File: config.mk
export PLATFORM = sky130hd
export DESIGN_NAME = bresenham_line_rasterizer_unit
export DESIGN_NICKNAME = d
export VERILOG_FILES = /design/src/rtl/blr_pkg.sv /design/src/rtl/blr_step.sv /design/src/rtl/blr_addr.sv /design/src/rtl/bresenham_line_rasterizer_unit.sv
export SDC_FILE = /design/constraint.sdc
export NUM_CORES = 1
export LEC_CHECK = 0
export BUFFER_PORTS_ARGS = -buffer_cell sky130_fd_sc_hd__buf_2
export CORE_MARGIN = 4
export CORE_UTILIZATION = 55
export DETAILED_ROUTE_END_ITERATION = 10
export PLACE_DENSITY = 0.73
export SETUP_SLACK_MARGIN = 0.1
export SLEW_MARGIN = 20
export SYNTH_ARGS = -nofsm -noshare
export SYNTH_HDL_FRONTEND = slang
export SYNTH_SLANG_ARGS = --single-unit
export TNS_END_PERCENT = 10
File: constraint.sdc
create_clock -name i_clk -period 25.1 [get_ports i_clk]
set_clock_uncertainty 0.15 [all_clocks]
set_input_delay 6.275 -clock i_clk [delete_from_list [all_inputs] [get_ports i_clk]]
set_output_delay 6.275 -clock i_clk [all_outputs]
set_load 0.05 [all_outputs]
File: src/rtl/blr_pkg.sv
package blr_pkg;

    // configuration register widths and indexes
    localparam int DIM_BITS  = 11;
    localparam int ADDR_BITS = 22;

    localparam logic [0:0] CFG_SCREEN_WIDTH  = 1'b0;
    localparam logic [0:0] CFG_SCREEN_HEIGHT = 1'b1;

    localparam logic [DIM_BITS-1:0] WIDTH_RESET  = 11'd750;
    localparam logic [DIM_BITS-1:0] HEIGHT_RESET = 11'd400;

    // request codes
    localparam logic REQ_START   = 1'b0;
    localparam logic REQ_ADVANCE = 1'b1;

    // per-pixel flags carried down the pipeline
    typedef struct packed {
        logic last;
        logic no_line;
    } t_pix_flags;

endpackage

File: src/rtl/blr_step.sv
module blr_step
    import blr_pkg::*;
#(
    parameter int COORD_BITS = 12
) (
    input  logic                  i_clk,
    input  logic                  i_rst_n,
    input  logic                  i_accept,
    input  logic                  i_load,
    input  logic                  i_req_type,
    input  logic [COORD_BITS-1:0] i_x_start,
    input  logic [COORD_BITS-1:0] i_y_start,
    input  logic [COORD_BITS-1:0] i_x_end,
    input  logic [COORD_BITS-1:0] i_y_end,
    output logic                  o_valid,
    output logic [COORD_BITS-1:0] o_x,
    output logic [COORD_BITS-1:0] o_y,
    output t_pix_flags            o_flags
);

    localparam int DW = COORD_BITS + 1;
    localparam int EW = COORD_BITS + 2;

    // line state
    logic [COORD_BITS-1:0] r_cur_x, n_cur_x;
    logic [COORD_BITS-1:0] r_cur_y, n_cur_y;
    logic [EW-1:0]         r_err, n_err;
    logic [COORD_BITS-1:0] r_steps, n_steps;
    logic [COORD_BITS-1:0] r_maj, n_maj;
    logic [COORD_BITS-1:0] r_mnr, n_mnr;
    logic                  r_sx_neg, n_sx_neg;
    logic                  r_sy_neg, n_sy_neg;
    logic                  r_x_major, n_x_major;
    logic                  r_active, n_active;

    // pixel output register
    logic                  r_pix_valid;
    logic [COORD_BITS-1:0] r_pix_x, n_pix_x;
    logic [COORD_BITS-1:0] r_pix_y, n_pix_y;
    t_pix_flags            r_pix_flags, n_pix_flags;

    // start setup terms
    logic [DW-1:0]         dx_s, dy_s, dx_n, dy_n;
    logic [COORD_BITS-1:0] adx, ady, st_maj, st_mnr;
    logic                  st_x_major;

    // advance terms
    logic                  minor_step;
    logic [EW-1:0]         err_inc;
    logic [COORD_BITS-1:0] x_step, y_step;

    always_comb begin
        // signed differences, one bit wider so they never overflow
        dx_s = {i_x_end[COORD_BITS-1], i_x_end} - {i_x_start[COORD_BITS-1], i_x_start};
        dy_s = {i_y_end[COORD_BITS-1], i_y_end} - {i_y_start[COORD_BITS-1], i_y_start};
        dx_n = -dx_s;
        dy_n = -dy_s;
        adx  = dx_s[DW-1] ? dx_n[COORD_BITS-1:0] : dx_s[COORD_BITS-1:0];
        ady  = dy_s[DW-1] ? dy_n[COORD_BITS-1:0] : dy_s[COORD_BITS-1:0];
        st_x_major = adx > ady;
        st_maj = st_x_major ? adx : ady;
        st_mnr = st_x_major ? ady : adx;

        // error term update for one step
        minor_step = ~r_err[EW-1];
        err_inc = minor_step ? ({1'b0, r_mnr, 1'b0} - {1'b0, r_maj, 1'b0})
                             : {1'b0, r_mnr, 1'b0};
        x_step  = r_sx_neg ? r_cur_x - 1'b1 : r_cur_x + 1'b1;
        y_step  = r_sy_neg ? r_cur_y - 1'b1 : r_cur_y + 1'b1;

        n_cur_x   = r_cur_x;
        n_cur_y   = r_cur_y;
        n_err     = r_err;
        n_steps   = r_steps;
        n_maj     = r_maj;
        n_mnr     = r_mnr;
        n_sx_neg  = r_sx_neg;
        n_sy_neg  = r_sy_neg;
        n_x_major = r_x_major;
        n_active  = r_active;

        n_pix_x = '0;
        n_pix_y = '0;
        n_pix_flags = '{last: 1'b0, no_line: 1'b0};

        if (i_req_type == REQ_START) begin
            n_cur_x   = i_x_start;
            n_cur_y   = i_y_start;
            n_maj     = st_maj;
            n_mnr     = st_mnr;
            n_err     = {1'b0, st_mnr, 1'b0} - {2'b00, st_maj};
            n_steps   = st_maj;
            n_sx_neg  = dx_s[DW-1];
            n_sy_neg  = dy_s[DW-1];
            n_x_major = st_x_major;
            n_active  = st_maj != '0;
            n_pix_x   = i_x_start;
            n_pix_y   = i_y_start;
            n_pix_flags.last = st_maj == '0;
        end else if (!r_active) begin
            n_pix_flags.no_line = 1'b1;
        end else begin
            n_err = r_err + err_inc;
            if (r_x_major || minor_step) begin
                n_cur_x = x_step;
            end
            if (!r_x_major || minor_step) begin
                n_cur_y = y_step;
            end
            n_steps  = r_steps - 1'b1;
            n_active = r_steps != {{(COORD_BITS-1){1'b0}}, 1'b1};
            n_pix_x  = n_cur_x;
            n_pix_y  = n_cur_y;
            n_pix_flags.last = !n_active;
        end
    end

    // state update on every accepted beat
    always_ff @(posedge i_clk) begin
        if (!i_rst_n) begin
            r_cur_x   <= '0;
            r_cur_y   <= '0;
            r_err     <= '0;
            r_steps   <= '0;
            r_maj     <= '0;
            r_mnr     <= '0;
            r_sx_neg  <= 1'b0;
            r_sy_neg  <= 1'b0;
            r_x_major <= 1'b0;
            r_active  <= 1'b0;
        end else if (i_accept) begin
            r_cur_x   <= n_cur_x;
            r_cur_y   <= n_cur_y;
            r_err     <= n_err;
            r_steps   <= n_steps;
            r_maj     <= n_maj;
            r_mnr     <= n_mnr;
            r_sx_neg  <= n_sx_neg;
            r_sy_neg  <= n_sy_neg;
            r_x_major <= n_x_major;
            r_active  <= n_active;
        end
    end

    // pixel register
    always_ff @(posedge i_clk) begin
        if (!i_rst_n) begin
            r_pix_valid <= 1'b0;
        end else if (i_load) begin
            r_pix_valid <= i_accept;
        end
    end

    always_ff @(posedge i_clk) begin
        if (i_accept) begin
            r_pix_x     <= n_pix_x;
            r_pix_y     <= n_pix_y;
            r_pix_flags <= n_pix_flags;
        end
    end

    assign o_valid = r_pix_valid;
    assign o_x     = r_pix_x;
    assign o_y     = r_pix_y;
    assign o_flags = r_pix_flags;

endmodule

File: src/rtl/blr_addr.sv
module blr_addr
    import blr_pkg::*;
#(
    parameter int COORD_BITS = 12
) (
    input  logic                  i_clk,
    input  logic                  i_rst_n,
    input  logic [DIM_BITS-1:0]   i_width,
    input  logic [DIM_BITS-1:0]   i_height,
    input  logic                  i_valid,
    output logic                  o_ready,
    input  logic [COORD_BITS-1:0] i_x,
    input  logic [COORD_BITS-1:0] i_y,
    input  t_pix_flags            i_flags,
    output logic                  o_valid,
    input  logic                  i_ready,
    output logic [COORD_BITS-1:0] o_x,
    output logic [COORD_BITS-1:0] o_y,
    output logic [ADDR_BITS-1:0]  o_address,
    output logic                  o_write,
    output t_pix_flags            o_flags
);

    localparam int PROD_BITS = COORD_BITS + DIM_BITS + 1;
    localparam int SUM_BITS  = (PROD_BITS + 1 > ADDR_BITS + 1) ? PROD_BITS + 1 : ADDR_BITS + 1;
    localparam int LIM_BITS  = 2 * DIM_BITS;

    logic                  en_mul, en_out;

    // multiply stage
    logic                  r_mul_valid;
    logic [PROD_BITS-1:0]  r_prod;
    logic [COORD_BITS-1:0] r_mul_x, r_mul_y;
    t_pix_flags            r_mul_flags;
    logic signed [PROD_BITS-1:0] n_prod;

    // output stage
    logic                  r_out_valid;
    logic [COORD_BITS-1:0] r_out_x, r_out_y;
    logic [ADDR_BITS-1:0]  r_out_addr, n_out_addr;
    logic                  r_out_write, n_out_write;
    t_pix_flags            r_out_flags;

    // framebuffer size, refreshed from the registers every cycle
    logic [LIM_BITS-1:0]   r_limit;
    logic [SUM_BITS-1:0]   sum;

    // each stage moves when the one after it is free or draining
    assign en_out  = !r_out_valid || i_ready;
    assign en_mul  = !r_mul_valid || en_out;
    assign o_ready = en_mul;

    always_ff @(posedge i_clk) begin
        if (!i_rst_n) begin
            r_limit <= LIM_BITS'(WIDTH_RESET) * LIM_BITS'(HEIGHT_RESET);
        end else begin
            r_limit <= LIM_BITS'(i_width) * LIM_BITS'(i_height);
        end
    end

    // row offset y * width
    assign n_prod = $signed(i_y) * $signed({1'b0, i_width});

    always_ff @(posedge i_clk) begin
        if (!i_rst_n) begin
            r_mul_valid <= 1'b0;
        end else if (en_mul) begin
            r_mul_valid <= i_valid;
        end
    end

    always_ff @(posedge i_clk) begin
        if (en_mul && i_valid) begin
            r_prod      <= n_prod;
            r_mul_x     <= i_x;
            r_mul_y     <= i_y;
            r_mul_flags <= i_flags;
        end
    end

    // address and clip against [0, width*height)
    always_comb begin
        sum = SUM_BITS'($signed(r_prod)) + SUM_BITS'($signed(r_mul_x));
        n_out_write = !r_mul_flags.no_line && !sum[SUM_BITS-1]
                      && (sum < SUM_BITS'(r_limit));
        n_out_addr  = n_out_write ? sum[ADDR_BITS-1:0] : '0;
    end

    always_ff @(posedge i_clk) begin
        if (!i_rst_n) begin
            r_out_valid <= 1'b0;
        end else if (en_out) begin
            r_out_valid <= r_mul_valid;
        end
    end

    always_ff @(posedge i_clk) begin
        if (en_out && r_mul_valid) begin
            r_out_x     <= r_mul_x;
            r_out_y     <= r_mul_y;
            r_out_addr  <= n_out_addr;
            r_out_write <= n_out_write;
            r_out_flags <= r_mul_flags;
        end
    end

    assign o_valid   = r_out_valid;
    assign o_x       = r_out_x;
    assign o_y       = r_out_y;
    assign o_address = r_out_addr;
    assign o_write   = r_out_write;
    assign o_flags   = r_out_flags;

endmodule

File: src/rtl/bresenham_line_rasterizer_unit.sv
// a result passes through the pixel register, the multiply stage and the output stage
// throughput: one request beat per cycle unless the output stalls, one result beat per request
// the line state advances in the cycle of acceptance, so starts and advances run back to back
// reset (synchronous, active low) empties the pipeline, drops any active line
// and loads screen width 750 and height 400
module bresenham_line_rasterizer_unit
    import blr_pkg::*;
#(
    parameter int COORD_BITS = 12
) (
    input  logic                  i_clk,
    input  logic                  i_rst_n,
    input  logic                  i_cfg_we,
    input  logic [0:0]            i_cfg_index,
    input  logic [DIM_BITS-1:0]   i_cfg_data,
    input  logic                  i_in_valid,
    output logic                  o_in_ready,
    input  logic                  i_req_type,
    input  logic [COORD_BITS-1:0] i_x_start,
    input  logic [COORD_BITS-1:0] i_y_start,
    input  logic [COORD_BITS-1:0] i_x_end,
    input  logic [COORD_BITS-1:0] i_y_end,
    output logic                  o_out_valid,
    input  logic                  i_out_ready,
    output logic [COORD_BITS-1:0] o_pixel_x,
    output logic [COORD_BITS-1:0] o_pixel_y,
    output logic [ADDR_BITS-1:0]  o_pixel_address,
    output logic                  o_pixel_write,
    output logic                  o_last_pixel,
    output logic                  o_no_line
);

    logic [DIM_BITS-1:0]   r_width, r_height;
    logic                  pix_valid, pix_ready, in_accept, pix_load;
    logic [COORD_BITS-1:0] pix_x, pix_y;
    t_pix_flags            pix_flags, out_flags;

    // configuration registers
    always_ff @(posedge i_clk) begin
        if (!i_rst_n) begin
            r_width  <= WIDTH_RESET;
            r_height <= HEIGHT_RESET;
        end else if (i_cfg_we) begin
            case (i_cfg_index)
                CFG_SCREEN_WIDTH:  r_width  <= i_cfg_data;
                CFG_SCREEN_HEIGHT: r_height <= i_cfg_data;
                default: ;
            endcase
        end
    end

    // pixel register frees when empty or when its beat moves on
    assign pix_load   = !pix_valid || pix_ready;
    assign o_in_ready = pix_load;
    assign in_accept  = i_in_valid && pix_load;

    blr_step #(
        .COORD_BITS (COORD_BITS)
    ) u_step (
        .i_clk      (i_clk),
        .i_rst_n    (i_rst_n),
        .i_accept   (in_accept),
        .i_load     (pix_load),
        .i_req_type (i_req_type),
        .i_x_start  (i_x_start),
        .i_y_start  (i_y_start),
        .i_x_end    (i_x_end),
        .i_y_end    (i_y_end),
        .o_valid    (pix_valid),
        .o_x        (pix_x),
        .o_y        (pix_y),
        .o_flags    (pix_flags)
    );

    blr_addr #(
        .COORD_BITS (COORD_BITS)
    ) u_addr (
        .i_clk     (i_clk),
        .i_rst_n   (i_rst_n),
        .i_width   (r_width),
        .i_height  (r_height),
        .i_valid   (pix_valid),
        .o_ready   (pix_ready),
        .i_x       (pix_x),
        .i_y       (pix_y),
        .i_flags   (pix_flags),
        .o_valid   (o_out_valid),
        .i_ready   (i_out_ready),
        .o_x       (o_pixel_x),
        .o_y       (o_pixel_y),
        .o_address (o_pixel_address),
        .o_write   (o_pixel_write),
        .o_flags   (out_flags)
    );

    assign o_last_pixel = out_flags.last;
    assign o_no_line    = out_flags.no_line;

endmodule
# Word-level counts from Yosys, hierarchy flattened
# Cells that the tools add are included.
totals:
  register_bits: 250
  input_bits: 66
classes:
  addsub: 13
  n_mul: 2
  magnitude_cmp: 2
  eq_ne: 2
  n_mux: 26
  bitwise_logic: 3
  reduce_logical: 23
op_table:
  columns: ["cell", "n"]
  rows:
  - ["12-bit 2-to-1 mux", 18]
  - ["14-bit 2-to-1 mux", 3]
  - ["12-bit by 1-bit subtractor with 12-bit output (second input constant)", 3]
  - ["12-bit by 12-bit subtractor with 13-bit output", 2]
  - ["24-bit by 12-bit adder with 25-bit output", 1]
  - ["25-bit by 22-bit < comparator with 1-bit output", 1]
  - ["12-bit by 1-bit adder with 12-bit output (second input constant)", 2]
  - ["12-bit by 12-bit multiplier with 24-bit output", 1]
  - ["12-bit negation", 2]
  - ["11-bit by 11-bit multiplier with 22-bit output", 1]
  - ["14-bit adder", 1]
  - ["13-bit by 12-bit subtractor with 14-bit output", 1]
  - ["13-bit by 13-bit subtractor with 14-bit output", 1]
  - ["12-bit greater-than comparator", 1]
  - ["12-bit logical NOT", 1]
  - ["12-bit by 1-bit inequality test with 1-bit output (second input constant)", 1]
  - ["12-bit nonzero test", 1]
  - ["2-bit AND reduction", 4]
  - ["1-bit logical NOT", 7]
  - ["1-bit logical AND", 5]
  - ["1-bit logical OR", 5]
  - ["1-bit 2-to-1 mux", 5]
  - ["1-bit NOT", 3]
  - ["2-bit by 1-bit inequality test with 1-bit output (second input constant)", 1]

# Depth between registers and ports, before layout
# Gate-level depths: netlist (run 1).
logic_depth:
  depth_word: 7
  depth_mapped: 35
  mapped_depth_nobuf: 33

# Cells and area by module
# From an unflattened synthesis (run 1), not the netlist that was laid out.
unflattened:
  cells_unflattened: 2867
  area_unflattened_um2: 25325.5
by_module_without_submodules:
  columns: ["module", "n_inst", "cells_per_inst", "area_per_inst_um2", "seq_area_each_um2"]
  rows:
  - ["blr_addr", 1, 1528, 14811.7, 3453.3]
  - ["blr_step", 1, 1241, 9605.5, 2342.2]
  - ["bresenham_line_rasterizer_unit", 1, 98, 908.4, 440.4]

# Least setup slack after synthesis (run 1)
# OpenSTA, ideal clock, no wires.
synth_path:
  kind: "input-to-output"
  start: "input port i_out_ready"
  end: "output port o_in_ready"
  t_arrival_ns: 6.954
  required_ns: 18.675
  setup_slack_ns: 11.721
  stages: 2
  path_buffers: 0
  path_cell_list: "nor2b_1 > nand3_1"
synth_between:
  elab_chain_cells: 3
synth_rtl:
  columns: ["element", "line", "source"]
  rows:
  - ["from (decl)", "bresenham_line_rasterizer_unit.sv:24", "input logic i_out_ready,"]
  - ["1-bit logical OR", "blr_addr.sv:49", "assign en_out = !r_out_valid || i_ready;"]
  - ["1-bit logical OR", "blr_addr.sv:50", "assign en_mul = !r_mul_valid || en_out;"]
  - ["1-bit logical OR", "bresenham_line_rasterizer_unit.sv:53", "assign pix_load = !pix_valid || pix_ready;"]
  - ["to (decl)", "bresenham_line_rasterizer_unit.sv:17", "output logic o_in_ready,"]
# Every way passes these cells.

# Worst setup path in the final report (run 1)
# Same ends and word-level chain as after synthesis.

==> metrics.yaml, run 1 <==
grt_util_met1_pct: 32.48
ant_nets: 0
clkPwrFrac_pct: 14.2
p_leak_nw: 11.99
ir_drop_mv: 0.1266
slowest_stage: "nor2b_1"
p_seq_share_pct: 19.8
rsz0062_at_grt: "false"
synth_seq_area_share_pct: 25.64
grt_busiest_layer: "met2"
dp_cells: 3383
htree_levels: 1
firstDrtPassIters: 5
critical-path-max-stage-delay_ns: 0.44
drv_cap: 0
worstPathMaxFanout: 5
crit_chain: "buf_2, nor2b_1, nand3_1, buf_2"
critPathTopFamily: "simple AND/OR/NAND/NOR gates"
synth_area_leaders: "fa_1 18%, edfxtp_1 15%, ha_1 13%, dfxtp_1 10%, inv_1 6.2%"
crit_start: "i_out_ready"
route.detailed.drc: 0
internal_power_w: 0.001644
clk_pin_slew_ns: 0.06
min_path_type: "flip-flop to flip-flop"
fin_cells: 3440
die_width_um: 218.3
netlist_instances: 2770
ctsHoldBuffers: 0
crit_arrival_ns: 7.30
place_congestion: 0.9570
grt_pass1_vias: 19273
fp.dieH_um: 218.3
ys_warn_count: 0
critPathMostFrequentCell: "buf_2"
netlist.area_leader.share_pct: 17.53
wl_um: 58470
drive_gt1_share_pct: 7.924
netlist-cell-type-count: 86
p_sw_share_pct: 45.51
clkLatencyLatePin_ns: 0.59
worst-setup-path-type: "input port to output port"
grt_max_degree: 85
syn_to_final_growth_pct: 8.550
r2r-start: "r_width[5]"
relSlewSlack_pct: 32.72
dp_worst_setup_slack_ns: 11.40
coreArea_sq_mm: 0.04336
start_kind: "input port"
final.setup.tns_ns: 0
wire_per_inst_um: 17.00
finalHoldViolCount: 0
final_nets: 3355
r2r_slack_ns: 18.11
syn_area_sq_mm: 0.02432
dp_hpwl_um: 45560
fin_crit_ns: 13.72
cts_resized: 0
clock_sinks: 249
synthArstFlopShare_pct: 0
use_met2_pct: 41.87
p_per_area_mw_per_mm2: 114.3
synthesis.nets: 3296
combPwrFrac_pct: 66.0
yosysTopAreaCell: "fa_1"
initialDrtViolationCount: 1113
cp-end-kind: "output port"
ctsRootBufferMaster: "clkbuf_16"
viasPerCell: 5.537
num_rows: 76
setup_slack_ns: 11.38
cts_tree: "done"
use_met3_pct: 4.255
start_util_pct: 56.09
synth_edf_count: 125
grt_overflow: 0
ioPinCount: 117
groute.usage.overall_pct: 24.51
grt_pass1_wl_um: 95970
status: "complete, no violations"
setup_viol: 0
cp.buffers_inverters: 2
slew_viol_final: 0
fin_crit_sh_pct: 54.67
cts.path.max_buffers: 3
synth_ff_type: "edfxtp_1"
worstMarginPinSlew_ns: 1.008
numPortBuffers: 116
postSynthAreaPerCell_sq_um: 8.781
cts-buffers-inserted: 29
ys_ff_latch: 249
grt_antenna_before_repair: 5
fmax_mhz: 72.88
dieArea_sq_mm: 0.04765
num_vias: 19048
post-cts-setup-buffers: 0
p_switching_w: 0.001373
worstHoldStart: "u_step.o_x[2]"
worstPathRequired_ns: 18.67
[metrics by stage]
stage	hold slack, ns	utilization [%]	power (W)	area, sq um
2_1_floorplan	0.2503	-	0.002162	24320
3_3_place_gp	0.2511	58.62	0.002518	25420
4_1_cts	0.2637	60.87	0.003027	26390
5_1_grt	0.2726	60.88	0.003327	26400
6_report	0.2635	60.89	0.003018	26400
3_5_place_dp	0.2545	58.62	0.002576	25420
[cells by family (layout without fill, tap and decap cells)]
family          Yosys count  after routing  share of synthesized area, %
simple gates            852            852                         16.34
other cells               0              3                             0
fa+ha+maj               464            464                         30.40
xor+xnor                130            130                         4.800
buf+inv                 517            599                         8.010
flops                   249            249                         25.64
mux                      21             21                        0.8899
compound gates          537            537                         13.92
[routing by layer]
metal / routed length [um] / up-vias
li1: - / 9243
met1: 25690 / 9231
met2: 27910 / 472
met3: 3450 / 100
met4: 1415 / 2
met5: 13 / -
[Yosys cell counts, types with 4 or more instances]
cell type / number
clkbuf_1: 101
dfxtp_1: 124
nand3_1: 23
ha_1: 247
o22ai_1: 12
o211ai_1: 31
o21bai_1: 33
a21o_1: 29
inv_1: 403
buf_2: 6
a21boi_0: 16
nand2_1: 334
xnor2_1: 95
nor3_1: 51
maj3_1: 4
and2_1: 158
a211oi_1: 21
nor2b_1: 22
nor2_1: 194
o31ai_1: 13
edfxtp_1: 125
xor2_1: 32
nand4_1: 7
fa_1: 213
nor4_1: 5
a22oi_1: 5
buf_1: 5
a31oi_1: 7
o21a_1: 14
nand2b_1: 19
a21oi_1: 191
or3_1: 12
o21ai_0: 115
mux2i_1: 18
o211a_1: 4
[state kept, by name (all words and copies together), names as in the netlist, 2 cells and up]
name                flops
u_addr.o_x             12
u_step.o_flags          2
u_step.r_maj           12
u_step.r_mnr           12
u_addr.o_y             12
u_step.r_steps         12
u_step.r_err           13
u_step.o_y             12
u_addr.r_mul_y         12
u_step.r_cur_x         12
u_addr.o_flags          2
u_addr.r_prod          24
u_step.r_cur_y         12
u_addr.r_mul_flags      2
r_height               11
r_width                11
u_addr.r_limit         22
u_addr.o_address       22
u_addr.r_mul_x         12
u_step.o_x             12
[placed cells by master (no fill, tap or decap), types with 31 or more instances in the layout]
master / n
inv_1: 403
nand2_1: 334
ha_1: 247
fa_1: 213
nor2_1: 193
a21oi_1: 191
and2_1: 158
edfxtp_1: 125
dfxtp_1: 124
buf_2: 116
o21ai_0: 113
xnor2_1: 95
nor3_1: 51
o21bai_1: 33
xor2_1: 32
o211ai_1: 31
[worst paths after layout]
path                             to  depth (start not counted)
setup / recovery         o_in_ready                          4
hold / removal    u_addr.r_mul_x[2]                          0
setup reg to reg  u_addr.r_prod[22]                         25
hold reg to reg   u_addr.r_mul_x[2]                          0
[power groups by stage]
stage          Sequential [W]  Clock, W  Combinational (W)
2_1_floorplan        0.000587         0            0.00158
3_3_place_gp         0.000603         0            0.00192
3_5_place_dp         0.000604         0            0.00197
4_1_cts              0.000596  0.000439            0.00199
5_1_grt              0.000603  0.000457            0.00227
6_report             0.000596  0.000430            0.00199
[layout make-up]
class | count | area [sq um]
fill | 3654 | 16960
multi-input combinational | 2004 | 16170
sequential | 249 | 6236
inverter | 405 | 1520
timing repair buffer | 140 | 760.7
clock buffer | 34 | 754.5
tap | 585 | 732.0
clock inverter | 20 | 220.2
antenna | 3 | 7.507
(Power assumes the default switching activity.)
==> inputs of run 2 (changes only) <==
- clock period: 25.1 -> 12.64 ns (I/O delays scaled with it)
==> run 2 against run 1 <==
Compared with the run above:
- first-iteration DRC count up 22%
- total power rose by 100%
- setup slack lost 8.5 ns
- flip-flop and latch count is the same
- sequential power increased by 100%
- final area up 0.22%
- register-to-register slack got worse by 13 ns
- critical path type is now input port to flip-flop
- largest cell class unchanged
==> metrics.yaml, run 2 (same netlist as run 1, synthesis figures left out) <==
p_seq_share_pct: 19.6  # was 19.8%
drive_gt1_share_pct: 7.992  # was 7.924%
dp_worst_setup_slack_ns: 2.358  # was 11.40 ns
grt_pass1_wl_um: 98080  # was 95970 um
worstPathRequired_ns: 12.97  # was 18.67 ns
setup_slack_ns: 2.882  # was 11.38 ns
clock_sinks: 249  # unchanged
drv_cap: 0  # unchanged
syn_to_final_growth_pct: 8.786  # was 8.550%
worstMarginPinSlew_ns: 1.104  # was 1.008 ns
numPortBuffers: 116  # unchanged
final_cell_mix: "403 x inv_1, 334 x nand2_1, 247 x ha_1, 213 x fa_1, 193 x nor2_1"  # unchanged
grt_overflow: 0  # unchanged
slowest_stage: "xnor2_1"  # was nor2b_1
crit_arrival_ns: 10.09  # was 7.30 ns
die_width_um: 218.3  # unchanged
cp-end-kind: "flip-flop"  # was output port
fp.dieH_um: 218.3  # unchanged
start_kind: "input port"  # unchanged
clkPwrFrac_pct: 14.8  # was 14.2%
fin_crit_sh_pct: 77.20
grt_pass1_vias: 19535  # was 19.27k
clk_pin_slew_ns: 0.06  # about the same
p_per_area_mw_per_mm2: 229.2  # was 114.3 mW/mm^2
setup_viol: 0  # unchanged
fin_crit_ns: 9.758
top_register: "u_addr.r_prod"  # unchanged
num_vias: 19215  # was 19.05k
grt_max_degree: 84  # was 85
clkLatencyLatePin_ns: 0.59  # about the same
slew_viol_final: 0  # unchanged
num_rows: 76  # unchanged
relSlewSlack_pct: 26.30  # was 32.72%
fillers: 3721  # was 3654
cts_resized: 0  # unchanged
ctsRootBufferMaster: "clkbuf_16"  # unchanged
ioPinCount: 117  # unchanged
rsz0062_at_grt: "false"  # unchanged
largest_register_ffs: 24  # unchanged
critical-path-max-stage-delay_ns: 0.46  # was 0.44 ns
status: "complete, no violations"  # unchanged
grt_antenna_before_repair: 3  # was 5
critPathMostFrequentCell: "ha_1"  # was buf_2
wl_um: 59220  # was 58470 um
cts_tree: "done"  # unchanged
wire_per_inst_um: 17.22  # was 17.00 um
min_path_type: "flip-flop to flip-flop"  # unchanged
initialDrtViolationCount: 1361  # was 1113
fmax_mhz: 102.5
cts.path.max_buffers: 3  # unchanged
start_util_pct: 56.09  # unchanged
post-cts-setup-buffers: 0  # unchanged
worstPathMaxFanout: 30  # was 5
worst-setup-path-type: "input port to flip-flop"  # was input port to output port
firstDrtPassIters: 5  # unchanged
final_common_cell: "inv_1"  # unchanged
p_leak_nw: 12.03  # was 11.99 nW
coreArea_sq_mm: 0.04336  # unchanged
route.detailed.drc: 0  # unchanged
dp_hpwl_um: 46390  # was 45560 um
p_sw_share_pct: 45.50  # was 45.51%
combPwrFrac_pct: 65.6  # was 66.0%
place_congestion: 0.9461  # was 0.9570
insertedDiodeCount: 0  # was 3
internal_power_w: 0.003305  # was 0.001644 W
ir_drop_mv: 0.1914  # was 0.1266 mV
dieArea_sq_mm: 0.04765  # unchanged
ant_nets: 0  # unchanged
viasPerCell: 5.589  # was 5.537
cts-buffers-inserted: 30  # was 29
ctsHoldBuffers: 0  # unchanged
finalHoldViolCount: 0  # unchanged
final.setup.tns_ns: 0  # unchanged
final_nets: 3355  # unchanged
p_switching_w: 0.002759  # was 0.001373 W
htree_levels: 1  # unchanged
groute.usage.overall_pct: 25.07  # was 24.51%
==> run 2: cell types whose count changed in the layout (fill, tap and decap cells not counted), sizes merged <==
cell / change
bufinv: +1
clkinvlp: -3
diode: -3
clkinv: +5
buf: -1
inv: -1
==> run 2: area by class of cell <==
cell class	count	area (sq um)	share of cell area, %
flip-flops and latches	249	6236	23.57
clock inverters	22	261.5	0.9883
repair buffers	139	753.2	2.847
multi-input cells	2004	16170	61.12
well taps	585	732.0	2.766
inverters	405	1520	5.746
clock buffers	34	785.8	2.970
==> run 2: critical path, delay by kind of cell <==
kind,cells,cell delay [ns]
AO/OA/AOI/OAI,15,3.31
AND/OR/NAND/NOR,9,1.26
buffers and inverters,2,0.43
adder cells (fa/ha/maj),4,1.37
XOR/XNOR,2,0.55
==> run 2: final timing paths <==
check / from / to / slack (ns) / cells past startpoint
worst max register to register: r_width[0] / u_addr.r_prod[20] / 5.56 / 24
worst min register to register: u_step.o_x[11] / u_addr.r_mul_x[11] / 0.27 / 0
worst min-delay path: u_step.o_x[11] / u_addr.r_mul_x[11] / 0.27 / 0
worst max-delay path: i_x_start[0] / u_step.r_err[9] / 2.88 / 32
==> run 2: per-layer routing <==
| metal | GRT usage [%] | vias to the layer above | part of all wire, % |
|---|---|---|---|
| met5 | 0 | - | 0.046 |
| met4 | 6.741 | 4 | 2.6 |
| met3 | 4.046 | 109 | 6.7 |
| met2 | 42.98 | 533 | 48 |
| met1 | 33.18 | 9343 | 43 |
| li1 | - | 9226 | - |
==> run 2: power by group through the flow <==
stage | logic, W | registers (W) | clock network (W)
final | 0.00398 | 0.00119 | 0.000895
after global routing | 0.00454 | 0.00120 | 0.000946
after CTS | 0.00397 | 0.00119 | 0.000910
after detailed placement | 0.00393 | 0.00120 | 0
after global placement | 0.00381 | 0.00120 | 0
after floorplan | 0.00313 | 0.00117 | 0
==> run 2: through the flow <==
step                power, W  instance area (sq um)  hold slack (ns)  util, %  cells
CTS                 0.006071                  26460           0.2673    61.02   3438
floorplan           0.004293                  24320           0.2503        -   2770
detailed placement  0.005137                  25410           0.2545    58.60   3382
finish              0.006064                  26460           0.2681    61.02   3438
global placement    0.005012                  25410           0.2519    58.60   3382
global route        0.006691                  26460           0.2712    61.02   3438
==> inputs of run 3 (changes only) <==
- clock period: 12.64 -> 9.4 ns (I/O delays scaled with it)
==> run 3 against run 2 <==
Compared with the run above:
- first-iteration DRC count down 17%
- final area about the same
- combinational power up 35%
- wire length up 0.58%
- clock-buffer cell count up 7
- sequential power up 34%
- total power up 34%
- critical path type unchanged
==> metrics.yaml, run 3 (same netlist as run 1, synthesis figures left out) <==
start_kind: "input port"  # unchanged
final_nets: 3364  # was 3355
relSlewSlack_pct: 29.32  # was 26.30%
top_register: "u_addr.r_prod"  # unchanged
num_rows: 76  # unchanged
min_path_type: "flip-flop to flip-flop"  # unchanged
worstPathMaxFanout: 8  # was 30
place_congestion: 0.9339  # was 0.9461
cts_tree: "done"  # unchanged
htree_levels: 1  # unchanged
cts-buffers-inserted: 29  # was 30
dieArea_sq_mm: 0.04765  # unchanged
crit_end: "u_step.r_err[13]"  # was u_step.r_err[9]
final.setup.tns_ns: 0  # unchanged
route.detailed.drc: 0  # unchanged
clkPwrFrac_pct: 14.1  # was 14.8%
grt_pass1_wl_um: 98900  # was 98080 um
drv_cap: 0  # unchanged
wire_per_inst_um: 17.28  # was 17.22 um
die_width_um: 218.3  # unchanged
fin_crit_ns: 8.616
p_per_area_mw_per_mm2: 306.8  # was 229.2 mW/mm^2
start_util_pct: 56.09  # unchanged
rsz0062_at_grt: "false"  # unchanged
slew_viol_final: 0  # unchanged
cts.path.max_buffers: 3  # unchanged
setup_viol: 0  # unchanged
wl_um: 59560  # was 59220 um
seqCellArea_sq_mm: 0.006236  # unchanged
ctsRootBufferMaster: "clkbuf_16"  # unchanged
coreArea_sq_mm: 0.04336  # unchanged
clkLatencyLatePin_ns: 0.58  # was 0.59 ns
initialDrtViolationCount: 1129  # was 1361
num_vias: 19274  # was 19.22k
clk_pin_slew_ns: 0.06  # about the same
worstPathRequired_ns: 9.77  # was 12.97 ns
status: "complete, no violations"  # unchanged
p_switching_w: 0.003678  # was 0.002759 W
p_sw_share_pct: 45.30  # was 45.50%
fp.dieH_um: 218.3  # unchanged
multi_input_area_sq_mm: 0.01617  # unchanged
worstReg2RegEnd: "u_addr.r_limit[21]"  # was u_addr.r_prod[20]
ctsHoldBuffers: 0  # unchanged
finalHoldViolCount: 0  # unchanged
crit_arrival_ns: 8.98  # was 10.09 ns
worstMarginPinSlew_ns: 1.059  # was 1.104 ns
ir_drop_mv: 0.3220  # was 0.1914 mV
p_leak_nw: 12.05  # was 12.03 nW
clock_sinks: 249  # unchanged
cts_resized: 0  # unchanged
viasPerCell: 5.592  # was 5.589
post-cts-setup-buffers: 0  # unchanged
drive_gt1_share_pct: 8.109  # was 7.992%
final_cell_mix: "403 x inv_1, 334 x nand2_1, 247 x ha_1, 213 x fa_1, 193 x nor2_1"  # unchanged
grt_pass1_vias: 20040  # was 19.54k
groute.usage.overall_pct: 25.31  # was 25.07%
fillers: 3785  # was 3721
internal_power_w: 0.004441  # was 0.003305 W
worst-setup-path-type: "input port to flip-flop"  # unchanged
ioPinCount: 117  # unchanged
largest_register_ffs: 24  # unchanged
dp_hpwl_um: 46630  # was 46390 um
crit_start: "i_y_start[0]"  # was i_x_start[0]
timing.hold.ws_ns: 0.2653  # was 0.2681 ns
grt_overflow: 0  # unchanged
fin_crit_sh_pct: 91.65
power_w: 0.008119  # was 0.006064 W
r2r-start: "r_width[5]"  # was r_width[0]
cp-end-kind: "flip-flop"  # unchanged
p_seq_share_pct: 19.7  # was 19.6%
firstDrtPassIters: 5  # unchanged
syn_to_final_growth_pct: 8.797  # was 8.786%
grt_max_degree: 87  # was 84
ff2ff_path_depth: 24  # unchanged
r2r_slack_ns: 2.40  # was 5.56 ns
combPwrFrac_pct: 66.2  # was 65.6%
ant_nets: 0  # unchanged
fmax_mhz: 116.1
grt_antenna_before_repair: 2  # was 3
final_common_cell: "inv_1"  # unchanged
numPortBuffers: 116  # unchanged
## run 3: changes by cell type in the layout (fill, tap and decap cells not counted), sizes merged
cell | previous run | this run
bufinv | 4 | 3
clkbuf | 34 | 41
clkinvlp | 4 | 2
buf | 139 | 149
inv | 406 | 405
clkinv | 13 | 8
diode | 0 | 1
## run 3: per-stage QoR
stage,worst slack [ns],util (%),std cells,area [sq um]
after floorplan,0.6320,-,2770,24320
after global placement,0.5370,58.78,3392,25490
after detailed placement,0.3591,58.78,3392,25490
after CTS,0.9255,61.02,3446,26460
after global routing,0.2589,61.02,3446,26460
final,0.7844,61.03,3447,26460
## run 3: how the worst min path moves through the flow
stage | cells past startpoint | endpoint | startpoint
2_1_floorplan | 0 | u_addr.o_flags[1] | u_addr.r_mul_flags[1]
3_3_place_gp | 0 | u_addr.o_y[0] | u_addr.r_mul_y[0]
3_5_place_dp | 0 | u_addr.r_mul_x[11] | u_step.o_x[11]
4_1_cts | 0 | u_addr.r_mul_x[11] | u_step.o_x[11]
5_1_grt | 0 | u_addr.r_mul_flags[1] | u_step.o_flags[1]
6_report | 0 | u_addr.r_mul_flags[1] | u_step.o_flags[1]
## run 3: power by group through the flow
stage	Clock (W)	Combinational (W)	Sequential, W
2_1_floorplan	0	0.00421	0.00157
6_report	0.00115	0.00537	0.00160
3_5_place_dp	0	0.00532	0.00162
5_1_grt	0.00122	0.00614	0.00162
4_1_cts	0.00117	0.00538	0.00160
3_3_place_gp	0	0.00516	0.00161
## run 3: final cells by class
type / count / area share (%)
multi-input combinational: 2004 / 61.11
sequential: 249 / 23.57
inverter: 405 / 5.745
timing repair buffer: 149 / 3.130
clock buffer: 41 / 3.026
tap: 585 / 2.766
clock inverter: 13 / 0.6478
antenna: 1 / 0.009457
## run 3: worst max-delay path, cell delays in order
cell and delay (ns):
buf_2 0.10, ha_1 0.22, fa_1 0.41, nand2b_1 0.21
o2bb2ai_1 0.22, xnor2_1 0.24, nor3_1 0.38, nor2b_1 0.20
nor2_1 0.06, xnor2_1 0.61, ha_1 0.26, nand3_1 0.10
nor2_1 0.11, a211oi_1 0.05, or3_1 0.49, a21o_1 0.26
o21ai_0 0.55, ha_1 0.37, nand2_1 0.08, o41ai_1 0.06
a41o_1 0.24, a211oi_4 0.36, o2111ai_2 0.17, nand2_2 0.13
o311ai_1 0.13, a2111oi_2 0.41, o21a_1 0.18
## run 3: routing by layer
layer	global-route usage (%)	vias to the layer above	part of all wire [%]
met2	42.95	531	47
met4	8.911	2	3.4
li1	-	9256	-
met1	32.39	9340	42
met5	0	-	0.022
met3	4.992	145	6.6
